### config.mk
export PLATFORM = sky130hd
export DESIGN_NAME = rdt_recip_unit
export DESIGN_NICKNAME = d
export VERILOG_FILES = /design/src/rtl/rdt_pkg.sv /design/src/rtl/rdt_recip_unit.sv
export SDC_FILE = /design/constraint.sdc
export NUM_CORES = 1
export LEC_CHECK = 0
export ABC_AREA = 0
export BUFFER_PORTS_ARGS = -buffer_cell sky130_fd_sc_hd__buf_2
export CORE_MARGIN = 3
export CORE_UTILIZATION = 40
export CTS_BUF_LIST = sky130_fd_sc_hd__clkbuf_4 sky130_fd_sc_hd__clkbuf_8
export CTS_CLUSTER_SIZE = 30
export DETAILED_ROUTE_END_ITERATION = 12
export PLACE_DENSITY = 0.52
export SYNTH_ARGS = -nofsm -noshare
export SYNTH_HDL_FRONTEND = slang
export SYNTH_SLANG_ARGS = --single-unit
### constraint.sdc
create_clock -name i_clk -period 25.5 [get_ports i_clk]
set_input_delay 2.55 -clock i_clk [delete_from_list [all_inputs] [get_ports i_clk]]
set_output_delay 2.55 -clock i_clk [all_outputs]
set_load 0.02 [all_outputs]
### src/rtl/rdt_pkg.sv
// ----------------------------------------------------------------------------
// rdt_pkg
// Word formats, microcode and fixed-point helpers for the ray differential
// transfer block.
// ----------------------------------------------------------------------------
`timescale 1ns / 1ps

package rdt_pkg;

    localparam int W = 32;
    localparam int F = 16;

    localparam logic [W-1:0] WMAX = {1'b0, {(W-1){1'b1}}};
    localparam logic [W-1:0] WMIN = {1'b1, {(W-1){1'b0}}};
    localparam logic [W-1:0] ONE  = W'(1) << F;

    localparam logic [1:0] OP_INIT  = 2'd0;
    localparam logic [1:0] OP_SCALE = 2'd1;
    localparam logic [1:0] OP_XFER  = 2'd2;
    localparam logic [1:0] OP_NOP   = 2'd3;

    // operand / destination codes
    localparam logic [4:0] SRC_A0   = 5'd0;
    localparam logic [4:0] SRC_B0   = 5'd3;
    localparam logic [4:0] SRC_C0   = 5'd6;
    localparam logic [4:0] SRC_S1   = 5'd9;
    localparam logic [4:0] SRC_S2   = 5'd10;
    localparam logic [4:0] SRC_PX0  = 5'd11;
    localparam logic [4:0] SRC_PY0  = 5'd14;
    localparam logic [4:0] SRC_DX0  = 5'd17;
    localparam logic [4:0] SRC_DY0  = 5'd20;
    localparam logic [4:0] SRC_NORM = 5'd23;
    localparam logic [4:0] SRC_INV  = 5'd24;
    localparam logic [4:0] SRC_RR   = 5'd25;
    localparam logic [4:0] SRC_DT   = 5'd26;
    localparam logic [4:0] SRC_ACC  = 5'd27;
    localparam logic [4:0] SRC_ONE  = 5'd28;
    localparam logic [4:0] SRC_K    = 5'd29;
    localparam logic [4:0] SRC_NONE = 5'd30;

    typedef enum logic [2:0] {
        K_ALU  = 3'd0,
        K_SETF = 3'd1,
        K_INV  = 3'd2,
        K_RCP  = 3'd3,
        K_END  = 3'd4
    } t_kind;

    typedef enum logic [1:0] {
        M_MUL = 2'd0,
        M_ADD = 2'd1,
        M_SUB = 2'd2
    } t_mode;

    typedef struct packed {
        t_kind      kind;
        t_mode      mode;
        logic [4:0] xs;
        logic [4:0] ys;
        logic [4:0] zs;
        logic       negx;
        logic       cond;
        logic [4:0] dst;
    } t_uop;

    typedef struct packed {
        logic [1:0]   opcode;
        logic [W-1:0] vec_a_x;
        logic [W-1:0] vec_a_y;
        logic [W-1:0] vec_a_z;
        logic [W-1:0] vec_b_x;
        logic [W-1:0] vec_b_y;
        logic [W-1:0] vec_b_z;
        logic [W-1:0] vec_c_x;
        logic [W-1:0] vec_c_y;
        logic [W-1:0] vec_c_z;
        logic [W-1:0] scalar_one;
        logic [W-1:0] scalar_two;
    } t_in_word;

    typedef struct packed {
        logic [W-1:0] pos_dx_x;
        logic [W-1:0] pos_dx_y;
        logic [W-1:0] pos_dx_z;
        logic [W-1:0] pos_dy_x;
        logic [W-1:0] pos_dy_y;
        logic [W-1:0] pos_dy_z;
        logic [W-1:0] dir_dx_x;
        logic [W-1:0] dir_dx_y;
        logic [W-1:0] dir_dx_z;
        logic [W-1:0] dir_dy_x;
        logic [W-1:0] dir_dy_y;
        logic [W-1:0] dir_dy_z;
    } t_out_word;

    typedef struct packed {
        logic         start;
        logic         inv;
        logic [W-1:0] value;
    } t_ru_req;

    typedef struct packed {
        logic         done;
        logic [W-1:0] value;
    } t_ru_rsp;

    function automatic logic [W-1:0] mag(input logic [W-1:0] a);
        return a[W-1] ? (~a + W'(1)) : a;
    endfunction

    function automatic logic [W-1:0] sat_add(input logic [W-1:0] a, input logic [W-1:0] b);
        logic [W:0] s;
        s = {a[W-1], a} + {b[W-1], b};
        if (s[W] != s[W-1]) return s[W] ? WMIN : WMAX;
        return s[W-1:0];
    endfunction

    function automatic logic [W-1:0] sat_sub(input logic [W-1:0] a, input logic [W-1:0] b);
        logic [W:0] s;
        s = {a[W-1], a} - {b[W-1], b};
        if (s[W] != s[W-1]) return s[W] ? WMIN : WMAX;
        return s[W-1:0];
    endfunction

    function automatic t_uop ucode(input logic [1:0] op, input logic [5:0] pc);
        t_uop       u;
        logic [5:0] j;
        logic [5:0] jm;
        logic [4:0] bas;
        logic [4:0] ss;
        logic [4:0] dd;
        logic [4:0] pp;
        logic [4:0] k;
        u = '{kind: K_ALU, mode: M_MUL, xs: SRC_NONE, ys: SRC_ONE, zs: SRC_ACC,
              negx: 1'b0, cond: 1'b0, dst: SRC_NONE};
        j   = '0;
        jm  = '0;
        bas = SRC_A0;
        ss  = SRC_S1;
        dd  = SRC_DX0;
        pp  = SRC_PX0;
        k   = '0;
        unique case (op)
            OP_INIT: begin
                if (pc < 6'd3) begin
                    u.xs   = 5'(SRC_C0 + pc[4:0]);
                    u.ys   = 5'(SRC_C0 + pc[4:0]);
                    u.mode = (pc == 6'd0) ? M_MUL : M_ADD;
                    if (pc == 6'd2) u.dst = SRC_NORM;
                end else if (pc == 6'd3) begin
                    u.kind = K_INV;
                    u.xs   = SRC_NORM;
                    u.dst  = SRC_INV;
                end else if (pc < 6'd34) begin
                    if (pc < 6'd19) begin
                        j = pc - 6'd4;
                    end else begin
                        j   = pc - 6'd19;
                        bas = SRC_B0;
                        ss  = SRC_S2;
                        dd  = SRC_DY0;
                    end
                    if (j < 6'd3) begin
                        u.xs   = 5'(SRC_C0 + j[4:0]);
                        u.ys   = 5'(bas + j[4:0]);
                        u.mode = (j == 6'd0) ? M_MUL : M_ADD;
                        if (j == 6'd2) u.dst = SRC_K;
                    end else begin
                        jm = j - 6'd3;
                        k  = {3'b0, jm[3:2]};
                        case (jm[1:0])
                            2'd0: begin
                                u.xs = SRC_K;
                                u.ys = 5'(SRC_C0 + k);
                            end
                            2'd1: begin
                                u.xs   = SRC_NORM;
                                u.ys   = 5'(bas + k);
                                u.mode = M_SUB;
                            end
                            2'd2: begin
                                u.xs = ss;
                                u.ys = SRC_ACC;
                            end
                            default: begin
                                u.xs  = SRC_ACC;
                                u.ys  = SRC_INV;
                                u.dst = 5'(dd + k);
                            end
                        endcase
                    end
                end else begin
                    u.kind = K_END;
                end
            end
            OP_SCALE: begin
                if (pc < 6'd12) begin
                    u.xs  = 5'(SRC_PX0 + pc[4:0]);
                    u.ys  = SRC_S1;
                    u.dst = 5'(SRC_PX0 + pc[4:0]);
                end else begin
                    u.kind = K_END;
                end
            end
            OP_XFER: begin
                if (pc < 6'd3) begin
                    u.xs   = 5'(SRC_B0 + pc[4:0]);
                    u.ys   = 5'(SRC_A0 + pc[4:0]);
                    u.mode = (pc == 6'd0) ? M_MUL : M_ADD;
                end else if (pc == 6'd3) begin
                    u.kind = K_SETF;
                end else if (pc < 6'd7) begin
                    k      = 5'(pc - 6'd4);
                    u.xs   = 5'(SRC_B0 + k);
                    u.negx = 1'b1;
                    u.cond = 1'b1;
                    u.dst  = 5'(SRC_B0 + k);
                end else if (pc < 6'd10) begin
                    k      = 5'(pc - 6'd7);
                    u.xs   = 5'(SRC_A0 + k);
                    u.ys   = 5'(SRC_B0 + k);
                    u.mode = (k == 5'd0) ? M_MUL : M_ADD;
                end else if (pc == 6'd10) begin
                    u.kind = K_RCP;
                    u.xs   = SRC_ACC;
                    u.dst  = SRC_RR;
                end else if (pc < 6'd31) begin
                    if (pc < 6'd21) begin
                        j = pc - 6'd11;
                    end else begin
                        j  = pc - 6'd21;
                        pp = SRC_PY0;
                        dd = SRC_DY0;
                    end
                    if (j < 6'd3) begin
                        k      = j[4:0];
                        u.xs   = SRC_S1;
                        u.ys   = 5'(dd + k);
                        u.mode = M_ADD;
                        u.zs   = 5'(pp + k);
                        u.dst  = 5'(pp + k);
                    end else if (j < 6'd6) begin
                        k      = 5'(j - 6'd3);
                        u.xs   = 5'(pp + k);
                        u.negx = 1'b1;
                        u.ys   = 5'(SRC_B0 + k);
                        u.mode = (k == 5'd0) ? M_MUL : M_ADD;
                    end else if (j == 6'd6) begin
                        u.xs  = SRC_ACC;
                        u.ys  = SRC_RR;
                        u.dst = SRC_DT;
                    end else begin
                        k      = 5'(j - 6'd7);
                        u.xs   = SRC_DT;
                        u.ys   = 5'(SRC_A0 + k);
                        u.mode = M_ADD;
                        u.zs   = 5'(pp + k);
                        u.dst  = 5'(pp + k);
                    end
                end else begin
                    u.kind = K_END;
                end
            end
            default: u.kind = K_END;
        endcase
        return u;
    endfunction

endpackage

### src/rtl/rdt_recip_unit.sv
// ----------------------------------------------------------------------------
// rdt_recip_unit
// Bit-serial reciprocal and inverse norm^1.5: restoring divider passes and a
// digit-by-digit square root, one bit per cycle.
// ----------------------------------------------------------------------------
`timescale 1ns / 1ps

module rdt_recip_unit
    import rdt_pkg::*;
(
    input  logic    i_clk,
    input  logic    i_rst_n,
    input  t_ru_req i_req,
    output t_ru_rsp o_rsp
);

    localparam int NW = 5 * F + 1;
    localparam int SW = NW + 1;
    localparam int RB = SW / 2;
    localparam int CW = $clog2(NW);

    localparam logic [NW-1:0] NUM_INV = NW'(1) << (5 * F);
    localparam logic [NW-1:0] NUM_RCP = NW'(1) << (2 * F);

    typedef enum logic [2:0] {
        U_IDLE = 3'b001,
        U_DIV  = 3'b010,
        U_SQRT = 3'b100
    } t_ustate;

    t_ustate         r_state;
    logic [CW-1:0]   r_cnt;
    logic [1:0]      r_pass;
    logic            r_inv;
    logic            r_neg;
    logic [NW-1:0]   r_num;
    logic [W-1:0]    r_rem;
    logic [W-1:0]    r_div;
    logic [SW-1:0]   r_sv;
    logic [RB-1:0]   r_root;
    logic [RB+2:0]   r_srem;
    logic            r_done;
    logic [W-1:0]    r_val;

    logic [W:0]      div_trial;
    logic            div_ge;
    logic [NW-1:0]   n_num;
    logic [RB+2:0]   sq_rem;
    logic [RB+2:0]   sq_trial;
    logic            sq_ge;
    logic [W-1:0]    rcp_mag;

    always_comb begin
        div_trial = {r_rem, r_num[NW-1]};
        div_ge    = div_trial >= {1'b0, r_div};
        n_num     = {r_num[NW-2:0], div_ge};
        sq_rem    = {r_srem[RB:0], r_sv[SW-1:SW-2]};
        sq_trial  = {1'b0, r_root, 2'b01};
        sq_ge     = sq_rem >= sq_trial;
        rcp_mag   = (n_num > NW'(WMAX)) ? WMAX : n_num[W-1:0];
    end

    always_ff @(posedge i_clk) begin
        if (!i_rst_n) begin
            r_state <= U_IDLE;
            r_done  <= 1'b0;
            r_cnt   <= '0;
            r_pass  <= '0;
        end else begin
            r_done <= 1'b0;
            unique case (r_state)
                U_IDLE: begin
                    if (i_req.start) begin
                        r_inv  <= i_req.inv;
                        r_neg  <= i_req.value[W-1];
                        r_rem  <= '0;
                        r_cnt  <= '0;
                        if (i_req.inv) begin
                            r_num  <= NUM_INV;
                            r_div  <= i_req.value;
                            r_pass <= 2'd2;
                            if (i_req.value[W-1] || i_req.value == '0) begin
                                r_done <= 1'b1;
                                r_val  <= WMAX;
                            end else begin
                                r_state <= U_DIV;
                            end
                        end else begin
                            r_num  <= NUM_RCP;
                            r_div  <= mag(i_req.value);
                            r_pass <= 2'd0;
                            if (i_req.value == '0) begin
                                r_done <= 1'b1;
                                r_val  <= WMAX;
                            end else begin
                                r_state <= U_DIV;
                            end
                        end
                    end
                end
                U_DIV: begin
                    r_num <= n_num;
                    r_rem <= div_ge ? W'(div_trial - {1'b0, r_div}) : div_trial[W-1:0];
                    r_cnt <= r_cnt + CW'(1);
                    if (r_cnt == CW'(NW - 1)) begin
                        r_cnt <= '0;
                        r_rem <= '0;
                        if (r_pass != 2'd0) begin
                            r_pass <= r_pass - 2'd1;
                        end else if (r_inv) begin
                            r_sv    <= {1'b0, n_num};
                            r_root  <= '0;
                            r_srem  <= '0;
                            r_state <= U_SQRT;
                        end else begin
                            r_done  <= 1'b1;
                            r_val   <= r_neg ? (~rcp_mag + W'(1)) : rcp_mag;
                            r_state <= U_IDLE;
                        end
                    end
                end
                U_SQRT: begin
                    r_sv   <= r_sv << 2;
                    r_srem <= sq_ge ? (sq_rem - sq_trial) : sq_rem;
                    r_root <= {r_root[RB-2:0], sq_ge};
                    r_cnt  <= r_cnt + CW'(1);
                    if (r_cnt == CW'(RB - 1)) begin
                        r_cnt   <= '0;
                        r_done  <= 1'b1;
                        r_val   <= ({r_root[RB-2:0], sq_ge} > RB'(WMAX)) ? WMAX :
                                   W'({r_root[RB-2:0], sq_ge});
                        r_state <= U_IDLE;
                    end
                end
            endcase
        end
    end

    assign o_rsp = '{done: r_done, value: r_val};

endmodule

==> results.toml <==
[synth]
yosys_warnings = 0
synth_sequential_area_ratio_pct = 53.45
postSynth.topFlopCell = "sky130_fd_sc_hd__edfxtp_1"
synth-edff-count = 344
syn_inst = 1940
post_synth_instance_area_um2 = 19810
post-synth-top-area-cell = "sky130_fd_sc_hd__edfxtp_1"
asyncSetResetFlopFracSynth_pct = 0
yosys_register_bits = 357
synth_largest_type_area_fraction_pct = 52.14
synth.net_count = 2057
yosys.cell_types.count = 81
yosys-top-cells-area = "sky130_fd_sc_hd__edfxtp_1, sky130_fd_sc_hd__nand2_1, sky130_fd_sc_hd__ha_1"
postSynthAreaPerCell_um2 = 10.21
netlist_top_cells_count = "sky130_fd_sc_hd__edfxtp_1, sky130_fd_sc_hd__nand2_1, sky130_fd_sc_hd__nor2_1"
synthMostInstantiatedCell = "sky130_fd_sc_hd__edfxtp_1"

[timing]
clock.fmax_mhz = 171.0
skew_ps = 27.81
tightestPinTransition_ps = 1159
final.setup.tns_ps = 0
max-slew-margin-rel_pct = 22.57
timing.final.crit_share_pct = 22.93
final_hold_viol_count = 0
worst_slack_ps = 19650
rsz_0062_raised_after_global_routing = "false"
slew_violations = 0
final.min_clock_period_ps = 5847
final-setup-viol-count = 0

[routing]
initialDrtViolationCount = 952
finalWirelength_mm = 47.14
drc_errors = 0
drt-vias-per-instance = 5.256
detailroute.via_count = 14250
route.detailed.wl_per_inst_um = 17.38
ant_nets = 0
drt_first_pass_iters = 5

[critical_path]
critical_path_capture_point_type = "register"
reg2reg_slack_ps = 19650
max_incr_delay_on_cp_ps = 700
cp_data_required_time_ps = 25870
path_buf_inv = 0
worstRegToRegCells = 16
crit_path_end = "r_val[30]$_DFFE_PP_"
timing.critical_path.slowest_stage_cell = "sky130_fd_sc_hd__nand2_2"
critPathMostFrequentCell = "sky130_fd_sc_hd__a21o_1"
worst_setup_path_start_kind = "register"
crit_path_max_fanout = 45
path_cells = "ha_1 -> a21o_1 -> a21o_1 -> a21o_1 -> a21o_1 -> a2111oi_0 -> a31o_2 -> nand2_2 -> nor2_1 -> ha_1 -> nand2_1 -> or4_4 -> nor4b_4 -> a21oi_1 -> xnor2_1 -> a211o_1"
timing.critical_path.from = "r_rem[17]$_SDFFCE_PN0P_"
critical_path_arrival_ps = 6210
crit_family = "simple AND/OR/NAND/NOR gates"
worstSetupPathDepth = 16
worst_r2r_startpoint = "r_rem[17]$_SDFFCE_PN0P_"
critical_path.reg2reg.endpoint = "r_val[30]$_DFFE_PP_"
worstSetupPathType = "register to register"

[global_routing]
globalRouteTotalUtil_pct = 18.01
gr-total-overflow = 0
pin_count_of_the_biggest_net_entering_global_routing = 85
grt_antenna_before_repair = 2
first_global_vias = 14400
first_pass_grt_wire_length_mm = 76.45

[floorplan]
dieArea_um2 = 52240
rows = 80
start_util_pct = 40.98
design.core.area_um2 = 48350
die_width_um = 228.6
floorplan.die.height_um = 228.6
design.portCount = 69

[cts]
post_cts_resized = 0
tritoncts_clock_tree = "built"
cts-hold-fix-buffers = 0
insertion_delay_ps = 620
clock_net_sink_count = 357
cts_made_buffers = 68
path_clk_slew_ps = 60
postCtsSetupRepairBufs = 0
cts_max_path_buffers = 3
cts.root.buffer_cell = "sky130_fd_sc_hd__clkbuf_8"
htree_levels = 3

[finish]
layout.filler_cells = 4614
drive_gt1_share_pct = 10.71
areaGrowthSynthToFinish_pct = 11.38
register_area_um2 = 10590
final_util_pct = 45.64
multi_input_logic_area_um2 = 8542
final_nets = 2125
final_instance_area_um2 = 22070

[power_and_ir_drop]
power.sequential.fraction_pct = 50.7
clkPwrFrac_pct = 41.3
power-per-cell-area_nw_per_um2 = 60.39
vdd_drop_max_mv = 0.02994
report.power.total_mw = 1.333
netSwitchingFraction_pct = 24.50
power_leakage_nw = 8.703
p_sw_mw = 0.3265
cell_internal_pwr_mw = 1.006
power.share.combinational_pct = 8.0

[placed_design]
io_buffers = 68
hpwl_mm = 31.51
gp_congestion = 0.8267
pre_cts_ws_ps = 19380
detailed_place.area_um2 = 20770

[run]
drv_cap = 0

[outcome]
outcome = "complete, no violations"

[min_path]
worst_hold_path_type = "register to register"
==> final cells by class <==
type | instances | share of cell area, %
inverter | 100 | 1.701
antenna | 1 | 0.01134
clock buffer | 91 | 5.052
tap | 656 | 3.719
clock inverter | 26 | 0.7995
timing repair buffer | 82 | 2.018
multi-input combinational | 1399 | 38.71
sequential | 357 | 47.99
==> worst min path at each step <==
stage	cells after the start	to	startpoint	slack [ps]
detailed placement	2	r_pass[0]$_SDFFE_PN0P_	r_pass[0]$_SDFFE_PN0P_	460
global placement	2	r_pass[0]$_SDFFE_PN0P_	r_pass[0]$_SDFFE_PN0P_	440
floorplan	2	r_pass[0]$_SDFFE_PN0P_	r_pass[0]$_SDFFE_PN0P_	440
global route	2	r_pass[0]$_SDFFE_PN0P_	r_pass[0]$_SDFFE_PN0P_	500
finish	2	r_pass[0]$_SDFFE_PN0P_	r_pass[0]$_SDFFE_PN0P_	460
CTS	2	r_pass[0]$_SDFFE_PN0P_	r_pass[0]$_SDFFE_PN0P_	460
==> logic make-up (layout without fill, tap and decap cells) <==
group | Yosys count | after routing | synth area share (%)
multiplexers | 48 | 48 | 2.431
adder cells (fa/ha/maj) | 81 | 81 | 5.153
flip-flops | 357 | 357 | 53.45
AND/OR/NAND/NOR | 832 | 832 | 19.45
buffers and inverters | 184 | 299 | 3.846
other | 0 | 1 | 0
XOR/XNOR | 107 | 107 | 4.730
AO/OA/AOI/OAI | 331 | 331 | 10.94
==> layout by cell type, fill, tap and decap left out, types with 22 or more instances in the layout <==
cell type / instances
sky130_fd_sc_hd__a211oi_1: 28
sky130_fd_sc_hd__a21o_1: 39
sky130_fd_sc_hd__a21oi_1: 87
sky130_fd_sc_hd__and2_1: 83
sky130_fd_sc_hd__buf_2: 68
sky130_fd_sc_hd__clkbuf_4: 22
sky130_fd_sc_hd__clkbuf_8: 69
sky130_fd_sc_hd__edfxtp_1: 344
sky130_fd_sc_hd__ha_1: 80
sky130_fd_sc_hd__inv_1: 99
sky130_fd_sc_hd__mux2i_1: 47
sky130_fd_sc_hd__nand2_1: 337
sky130_fd_sc_hd__nand3_1: 35
sky130_fd_sc_hd__nor2_1: 223
sky130_fd_sc_hd__nor3_1: 22
sky130_fd_sc_hd__o21ai_0: 47
sky130_fd_sc_hd__xnor2_1: 58
sky130_fd_sc_hd__xor2_1: 49
==> worst min-delay path: stages, from the launching register on <==
cell and delay [ps]:
sky130_fd_sc_hd__dfxtp_1 310, sky130_fd_sc_hd__nand2_1 50, sky130_fd_sc_hd__a21oi_1 60
==> layer usage <==
metal | vias up | GRT usage (%) | wire length [um]
li1 | 7054 | - | -
met1 | 6857 | 23.34 | 21780
met4 | 2 | 6.590 | 1506
met3 | 106 | 3.838 | 1719
met2 | 235 | 29.81 | 22110
met5 | - | 0 | 20
==> state kept, by name, summed over array words and instances (netlist names) <==
signal   count
r_cnt        7
r_div       32
r_done       1
r_inv        1
r_neg        1
r_num       81
r_pass       2
r_rem       32
r_root      41
r_srem      42
r_state      3
r_sv        82
r_val       32
==> metrics by stage <==
step,hold WS (ps),instances
3_5_place_dp,455.6,2594
4_1_cts,464.0,2711
2_1_floorplan,436.3,1940
6_report,465.0,2712
5_1_grt,500.7,2711
3_3_place_gp,444.2,2594
==> power groups by stage <==
stage / clock [mW] / combinational (mW) / sequential [mW]
final: 0.550 / 0.107 / 0.676
after global routing: 0.593 / 0.121 / 0.678
after CTS: 0.568 / 0.109 / 0.676
after detailed placement: 0 / 0.108 / 0.688
after global placement: 0 / 0.107 / 0.687
after floorplan: 0 / 0.0747 / 0.688
No activity file was read; power rests on OpenSTA's default activity.
